<file path="src/rtl/agcm_pkg.sv">
// Shared constants, S-box and round functions for the AES-256-GCM encryptor.
// Used by agcm_ghash, aes256_gcm_encrypt and the bench; depends on nothing.
`default_nettype none

package agcm_pkg;

    localparam int LENGTH_BITS_DEF = 36;
    localparam int AES_ROUNDS      = 14;
    localparam int RK_ROWS         = AES_ROUNDS + 1;
    localparam int GH_DIGIT        = 4;
    localparam int GH_STEPS        = 128 / GH_DIGIT;

    localparam logic [7:0]  GF_R       = 8'he1;
    localparam logic [7:0]  XT_POLY    = 8'h1b;
    localparam logic [7:0]  RCON_INIT  = 8'h01;
    localparam logic [31:0] CTR_INIT   = 32'h0000_0001;
    localparam logic [4:0]  FULL_BYTES = 5'd16;

    // item kinds
    localparam logic [1:0] KIND_START  = 2'd0;
    localparam logic [1:0] KIND_DATA   = 2'd1;
    localparam logic [1:0] KIND_FINISH = 2'd2;
    localparam logic [1:0] KIND_RSVD   = 2'd3;

    localparam logic [7:0] SBOX [0:255] = '{
        8'h63,8'h7c,8'h77,8'h7b,8'hf2,8'h6b,8'h6f,8'hc5,8'h30,8'h01,8'h67,8'h2b,8'hfe,8'hd7,8'hab,8'h76,
        8'hca,8'h82,8'hc9,8'h7d,8'hfa,8'h59,8'h47,8'hf0,8'had,8'hd4,8'ha2,8'haf,8'h9c,8'ha4,8'h72,8'hc0,
        8'hb7,8'hfd,8'h93,8'h26,8'h36,8'h3f,8'hf7,8'hcc,8'h34,8'ha5,8'he5,8'hf1,8'h71,8'hd8,8'h31,8'h15,
        8'h04,8'hc7,8'h23,8'hc3,8'h18,8'h96,8'h05,8'h9a,8'h07,8'h12,8'h80,8'he2,8'heb,8'h27,8'hb2,8'h75,
        8'h09,8'h83,8'h2c,8'h1a,8'h1b,8'h6e,8'h5a,8'ha0,8'h52,8'h3b,8'hd6,8'hb3,8'h29,8'he3,8'h2f,8'h84,
        8'h53,8'hd1,8'h00,8'hed,8'h20,8'hfc,8'hb1,8'h5b,8'h6a,8'hcb,8'hbe,8'h39,8'h4a,8'h4c,8'h58,8'hcf,
        8'hd0,8'hef,8'haa,8'hfb,8'h43,8'h4d,8'h33,8'h85,8'h45,8'hf9,8'h02,8'h7f,8'h50,8'h3c,8'h9f,8'ha8,
        8'h51,8'ha3,8'h40,8'h8f,8'h92,8'h9d,8'h38,8'hf5,8'hbc,8'hb6,8'hda,8'h21,8'h10,8'hff,8'hf3,8'hd2,
        8'hcd,8'h0c,8'h13,8'hec,8'h5f,8'h97,8'h44,8'h17,8'hc4,8'ha7,8'h7e,8'h3d,8'h64,8'h5d,8'h19,8'h73,
        8'h60,8'h81,8'h4f,8'hdc,8'h22,8'h2a,8'h90,8'h88,8'h46,8'hee,8'hb8,8'h14,8'hde,8'h5e,8'h0b,8'hdb,
        8'he0,8'h32,8'h3a,8'h0a,8'h49,8'h06,8'h24,8'h5c,8'hc2,8'hd3,8'hac,8'h62,8'h91,8'h95,8'he4,8'h79,
        8'he7,8'hc8,8'h37,8'h6d,8'h8d,8'hd5,8'h4e,8'ha9,8'h6c,8'h56,8'hf4,8'hea,8'h65,8'h7a,8'hae,8'h08,
        8'hba,8'h78,8'h25,8'h2e,8'h1c,8'ha6,8'hb4,8'hc6,8'he8,8'hdd,8'h74,8'h1f,8'h4b,8'hbd,8'h8b,8'h8a,
        8'h70,8'h3e,8'hb5,8'h66,8'h48,8'h03,8'hf6,8'h0e,8'h61,8'h35,8'h57,8'hb9,8'h86,8'hc1,8'h1d,8'h9e,
        8'he1,8'hf8,8'h98,8'h11,8'h69,8'hd9,8'h8e,8'h94,8'h9b,8'h1e,8'h87,8'he9,8'hce,8'h55,8'h28,8'hdf,
        8'h8c,8'ha1,8'h89,8'h0d,8'hbf,8'he6,8'h42,8'h68,8'h41,8'h99,8'h2d,8'h0f,8'hb0,8'h54,8'hbb,8'h16
    };

    function automatic logic [7:0] xtime(input logic [7:0] a);
        return {a[6:0], 1'b0} ^ (a[7] ? XT_POLY : 8'h00);
    endfunction

    function automatic logic [31:0] subst_word(input logic [31:0] w);
        return {SBOX[w[31:24]], SBOX[w[23:16]], SBOX[w[15:8]], SBOX[w[7:0]]};
    endfunction

    // SubBytes, ShiftRows and (unless last) MixColumns; byte 0 in the top bits
    function automatic logic [127:0] aes_round(input logic [127:0] s, input logic last);
        logic [127:0] t;
        logic [127:0] r;
        logic [7:0]   a0, a1, a2, a3;
        for (int c = 0; c < 4; c++) begin
            for (int row = 0; row < 4; row++) begin
                t[127 - 8 * (c * 4 + row) -: 8] =
                    SBOX[s[127 - 8 * (((c + row) & 3) * 4 + row) -: 8]];
            end
        end
        for (int c = 0; c < 4; c++) begin
            a0 = t[127 - 32 * c -: 8];
            a1 = t[119 - 32 * c -: 8];
            a2 = t[111 - 32 * c -: 8];
            a3 = t[103 - 32 * c -: 8];
            r[127 - 32 * c -: 8] = xtime(a0) ^ xtime(a1) ^ a1 ^ a2 ^ a3;
            r[119 - 32 * c -: 8] = a0 ^ xtime(a1) ^ xtime(a2) ^ a2 ^ a3;
            r[111 - 32 * c -: 8] = a0 ^ a1 ^ xtime(a2) ^ xtime(a3) ^ a3;
            r[103 - 32 * c -: 8] = xtime(a0) ^ a0 ^ a1 ^ a2 ^ xtime(a3);
        end
        return last ? t : r;
    endfunction

endpackage

`default_nettype wire

</file>
<file path="src/rtl/agcm_ghash.sv">
// GF(2^128) multiplier for GHASH, GH_DIGIT bits of the multiplier per cycle.
// Depends on agcm_pkg.
`default_nettype none

module agcm_ghash
    import agcm_pkg::*;
(
    input  wire logic         clk,
    input  wire logic         rst_n,
    input  wire logic         start,
    input  wire logic [127:0] y,
    input  wire logic [127:0] h,
    output logic [127:0]      z,
    output logic              done
);

    localparam int CW = $clog2(GH_STEPS);

    logic [127:0]  y_reg, v_reg, z_reg;
    logic [127:0]  v_next, z_next;
    logic [CW-1:0] cnt_reg;
    logic          busy_reg, done_reg;

    // one digit of shift-and-add with reduction
    always_comb
    begin
        z_next = z_reg;
        v_next = v_reg;
        for (int j = 0; j < GH_DIGIT; j++) begin
            if (y_reg[127 - j])
            begin
                z_next = z_next ^ v_next;
            end
            if (v_next[0])
            begin
                v_next = {1'b0, v_next[127:1]} ^ {GF_R, 120'h0};
            end
            else
            begin
                v_next = {1'b0, v_next[127:1]};
            end
        end
    end

    // datapath
    always_ff @(posedge clk)
    begin
        if (start)
        begin
            y_reg <= y;
            v_reg <= h;
            z_reg <= '0;
        end
        else if (busy_reg)
        begin
            y_reg <= y_reg << GH_DIGIT;
            v_reg <= v_next;
            z_reg <= z_next;
        end
    end

    // digit counter
    always_ff @(posedge clk or negedge rst_n)
    begin
        if (!rst_n)
        begin
            cnt_reg  <= '0;
            busy_reg <= 1'b0;
            done_reg <= 1'b0;
        end
        else
        begin
            done_reg <= 1'b0;
            if (start)
            begin
                cnt_reg  <= '0;
                busy_reg <= 1'b1;
            end
            else if (busy_reg)
            begin
                cnt_reg <= cnt_reg + 1'b1;
                if (cnt_reg == CW'(GH_STEPS - 1))
                begin
                    busy_reg <= 1'b0;
                    done_reg <= 1'b1;
                end
            end
        end
    end

    assign z    = z_reg;
    assign done = done_reg;

endmodule

`default_nettype wire

</file>
<file path="config.mk">
export PLATFORM = sky130hd
export DESIGN_NAME = agcm_ghash
export DESIGN_NICKNAME = d
export VERILOG_FILES = /design/src/rtl/agcm_pkg.sv /design/src/rtl/agcm_ghash.sv
export SDC_FILE = /design/constraint.sdc
export NUM_CORES = 1
export LEC_CHECK = 0
export BUFFER_PORTS_ARGS = -buffer_cell sky130_fd_sc_hd__buf_2
export CORE_UTILIZATION = 50
export CTS_CLUSTER_SIZE = 28
export DETAILED_ROUTE_END_ITERATION = 6
export PLACE_DENSITY = 0.8
export SLEW_MARGIN = 20
export SYNTH_ARGS = -nofsm -noshare
export SYNTH_HDL_FRONTEND = slang
export SYNTH_SLANG_ARGS = --single-unit
export TNS_END_PERCENT = 50
</file>
<file path="constraint.sdc">
create_clock -name clk -period 8 [get_ports clk]
set_input_delay 0.8 -clock clk [delete_from_list [all_inputs] [get_ports clk]]
set_output_delay 0.8 -clock clk [all_outputs]
set_load 0.03 [all_outputs]
</file>
# After elaboration in Yosys (flattened, before gate mapping)
# Index checks and enable logic that the tools add are counted.
dict set report totals {
  regBits 391
  latchBits 0
  ram_bits 0
  mem_bits_ro 0
  in_bits 259
  out_inout_bits 129
  memories 0
}
dict set report op_classes {
  add_sub_neg 1
  mul 0
  div 0
  order_cmp 0
  eq_ne 1
  n_shift 0
  mux 20
  bitwise_logic 8
  reduce_logical 1
}
# operator n
set ops {}
lappend ops {{128-bit 2-to-1 mux} 12}
lappend ops {{128-bit bitwise XOR} 4}
lappend ops {{3-bit NOT with 4-bit output} 4}
lappend ops {{5-bit 2-to-1 mux} 2}
lappend ops {{1-bit 2-to-1 mux} 6}
lappend ops {{5-bit by 1-bit adder with 5-bit output, second input constant} 1}
lappend ops {{5-bit == test, second input constant} 1}
lappend ops {{2-bit nonzero test} 1}

# Longest topological paths before layout
dict set report depth {
  word_depth 10
  depth_mapped 7
}

# Worst setup path after synthesis
# Ideal clock, no wire load.
dict set report synth_timing {
  kind {input -> register}
  from {input port start}
  to {register v_reg[0], enable pin}
  setup_time_ns 0.607
  arrival_time_ns 6.306
  path_slack_ns 1.088
  cell_stages 4
  path_buffers 2
  cell_sequence {buf_2 buf_1 nor2_1 inv_1}
}
dict set report synth_via {
  elab_chain_cells 1
}
# element line_no
set synth_lines {}
lappend synth_lines {{start: declaration} agcm_ghash.sv:10} ;# input wire logic start,
lappend synth_lines {{2-bit nonzero test (no source line)} -}
lappend synth_lines {{end signal: assignment} agcm_ghash.sv:51} ;# v_reg <= h;
lappend synth_lines {{end signal: assignment} agcm_ghash.sv:57} ;# v_reg <= v_next;
lappend synth_lines {{end: declaration} agcm_ghash.sv:19} ;# logic [127:0] y_reg, v_reg, z_reg;
# No other way between the ends.
# A chain may end at the register's enable or synchronous reset.

# Worst setup path after layout
dict set report layout_timing {
  from {register y_reg[125]}
  to {register z_reg[126] (netlist: z[126])}
}
dict set report layout_via {
  elab_chain_cells 3
}
# element line_no
set layout_lines {}
lappend layout_lines {{start: declaration} agcm_ghash.sv:19}
lappend layout_lines {{start signal: assignment} agcm_ghash.sv:50} ;# y_reg <= y;
lappend layout_lines {{start signal: assignment} agcm_ghash.sv:56} ;# y_reg <= y_reg << GH_DIGIT;
lappend layout_lines {{128-bit 2-to-1 mux *} agcm_ghash.sv:30} ;# if (y_reg[127 - j])
lappend layout_lines {{128-bit bitwise XOR} agcm_ghash.sv:32} ;# z_next = z_next ^ v_next;
lappend layout_lines {{128-bit 2-to-1 mux *} agcm_ghash.sv:30}
lappend layout_lines {{end signal: assignment} agcm_ghash.sv:58} ;# z_reg <= z_next;
lappend layout_lines {{end: declaration} agcm_ghash.sv:19}
# Every way passes the cells marked *; elsewhere a longest branch is shown, timed or not.

==> metrics.txt <==
Initial Utilization=0.512; post-synthesis sequential area ratio=0.480; synth top area cells=edfxtp_1, xnor2_1, mux2_2; nets=2,679; most frequent CP cell=buf_4; CTS Root Cell=clkbuf_16; total leakage power=10.3 nW; Area Overhead vs Synth=16.9%; status=completed; # hold bufs at CTS=0; RSZ-0062 raised after global routing=false; Setup CP Type=reg2reg; Worst R2R End=z[126]; chip width=210 µm; critical path's largest stage delay=0.65 ns; Residual DRC=0; Total Power=0.00719 W; Fmax achieved=0.328 GHz; critical-path cell list=buf_4, buf_4, mux2i_1, a21oi_1, mux2_2, or4_1; global-route wire length before repair=82,300 µm; via-per-instance ratio=5.36; pwr dens=between 200 and 300 nW/µm²; Main synth FF type=edfxtp_1; grt total ovfl=0; Fill cells=3,490; dpl hpwl=about 37,000 µm; CP Max Fanout=66; Min-Delay Path Class=in2async; setup TNS=0 ns; Syn Nets=between 2k and 2.5k; kind of cell adding the most delay to the critical path=buffers and inverters; CTS tree=built; Max Slew Vio Count=0; antenna violations before repair=22; Final setup violation count=0; WP buf/inv=2; post-cts resize count=0; worst r2r src=y_reg[125]; Setup Fix Bufs, Post-CTS=0; Async SR Flop Fraction=0.0179; io pins=about 390; CP Launch Type=flop; First-pass DRT Iterations=5; reg-to-reg setup timing slack=4.95 ns; Worst Setup End Kind=flop; vias in the first global route=15.7k; Syn Area/Cell=just over 10 µm²; Via Count=16.4k; Synth top area share=0.354; largest area contributor in the netlist=edfxtp_1; Seq cells post-synth=roughly 400; Max-Cap Viols=0; WP data arrival=approximately 3.5 ns; CP max stage cell=buf_4; Total GRT Usage=0.234; Mapped Area=21,700 µm²; WL/cell=17.2 µm; Hold Fails Final Rpt=0; die area=44,300 µm²; Unique masters post-synth=40; Tightest Pin Transition=1.07 ns; Yosys warning total=0; final wirelength=~52,000 µm; pin count of the biggest net entering global routing=approximately 170; FP Rows=75; layout cells sized above 1=0.295; Clock transition at path regs=0.06 ns; PortBufs=387; CTS sink count=391; worst r2r path cells=6; GP Congestion=roughly 0.86; Setup Skew=0.0143 ns; Core Footprint=approximately 42,000 µm²; final core occ=0.599; number of flops mapped to enable cells by yosys=256; Routed Antenna Nets=0; worst vdd ir=0.000185 V; Req. time, crit path=8.44 ns; crit share post-route=0.382; DRT iter0 DRCs=1,112; # H-tree levels=2; cells after synthesis=2,102; die height=210 µm; Num CTS Buffers=45; min cycle time layout=3.05 ns; relative slew slack=0.284; final hold slack=roughly 0.06 ns; worst-skew pair later-pin latency=0.57 ns; worst-case clock buffer depth=3
layout by cell type (no fill, tap or decap), drive strengths merged, types with 3 or more instances in the layout:
cell / instances
buf: 401
mux2: 251
o21ai: 125
dfrtp: 7
clkbuf: 60
xor2: 11
clkinvlp: 5
mux2i: 3
diode: 20
or3: 123
nand2b: 3
nor3b: 3
a21oi: 127
nor3: 4
and2: 4
bufinv: 4
clkinv: 13
dfxtp: 128
xnor2: 376
edfxtp: 256
inv: 7
nor2: 12
xnor3: 5
nand2: 509
per-layer routing:
layer / up-vias / part of all wire / track usage / wire length, µm
li1: 7830 / - / - / -
met1: 7764 / 0.41 / 0.288 / 21200
met2: 606 / 0.46 / 0.371 / 24300
met3: 153 / 0.076 / 0.0605 / 4000
met4: 4 / 0.055 / 0.140 / 2870
met5: - / 0.00044 / 0 / 23
per-stage QoR:
| stage | area (µm²) | cells | setup slack (ns) |
|---|---|---|---|
| 3_3_place_gp | 23900 | 2948 | 4.60 |
| 3_5_place_dp | 23900 | 2948 | 4.56 |
| 6_report | 25400 | 3052 | 4.95 |
| 4_1_cts | 25300 | 3032 | 5.00 |
| 2_1_floorplan | 21700 | 2102 | 1.09 |
| 5_1_grt | 25400 | 3049 | 4.78 |
area by class of cell:
| class | count | area (µm²) | area share |
|---|---|---|---|
| tap | 577 | 722 | 0.0284 |
| multi-input combinational | 1574 | 10600 | 0.418 |
| inverter | 5 | 28.8 | 0.00113 |
| antenna | 20 | 50.0 | 0.00197 |
| sequential | 391 | 10400 | 0.411 |
| timing repair buffer | 401 | 2070 | 0.0815 |
| clock buffer | 60 | 1240 | 0.0490 |
| clock inverter | 24 | 231 | 0.00912 |
cell families (layout without fill, tap and decap cells):
family          count (synthesis)  after routing  synth area share
fa+ha+maj                       2              2           0.00115
simple gates                  664            664             0.131
other cells                     0             20                 0
mux                           254            254             0.132
buf+inv                       137            490            0.0311
xor+xnor                      392            392             0.163
flops                         391            391             0.480
compound gates                262            262            0.0619
power by group:
group	total (W)	switching [W]	internal [W]
combinational	0.00230	0.00130	0.000993
clock	0.00207	0.000842	0.00122
sequential	0.00283	0.000279	0.00255
worst max-delay path by stage:
| stage | slack [ns] | startpoint | endpoint | cells past startpoint |
|---|---|---|---|---|
| finish | 4.95 | y_reg[125] | z[126] | 6 |
| CTS | 5.00 | y_reg[125] | z[126] | 6 |
| global placement | 4.60 | start | y_reg[118] | 4 |
| floorplan | 1.09 | start | v_reg[0] | 4 |
| detailed placement | 4.56 | start | y_reg[122] | 4 |
| global route | 4.78 | y_reg[125] | z[126] | 6 |
worst reg2reg max path: stages (launching register included):
cell,delay [ns]
edfxtp_1,0.32
buf_4,0.53
buf_4,0.75
mux2i_1,0.23
a21oi_1,0.29
mux2_2,0.37
or4_1,0.46
synth_stat cells, types with 3 or more instances:
| cell | number |
|---|---|
| nor3_1 | 4 |
| clkbuf_1 | 58 |
| inv_1 | 5 |
| xnor2_1 | 375 |
| nor2_1 | 12 |
| or3_1 | 123 |
| dfxtp_1 | 128 |
| xnor3_1 | 5 |
| and2_1 | 4 |
| buf_4 | 28 |
| dfrtp_1 | 7 |
| buf_1 | 11 |
| nand2_1 | 509 |
| xor2_1 | 10 |
| buf_2 | 33 |
| mux2_2 | 251 |
| edfxtp_1 | 256 |
| a21oi_1 | 127 |
| nand2b_1 | 3 |
| o21ai_0 | 125 |
| mux2i_1 | 3 |
(Power assumes the default switching activity.)
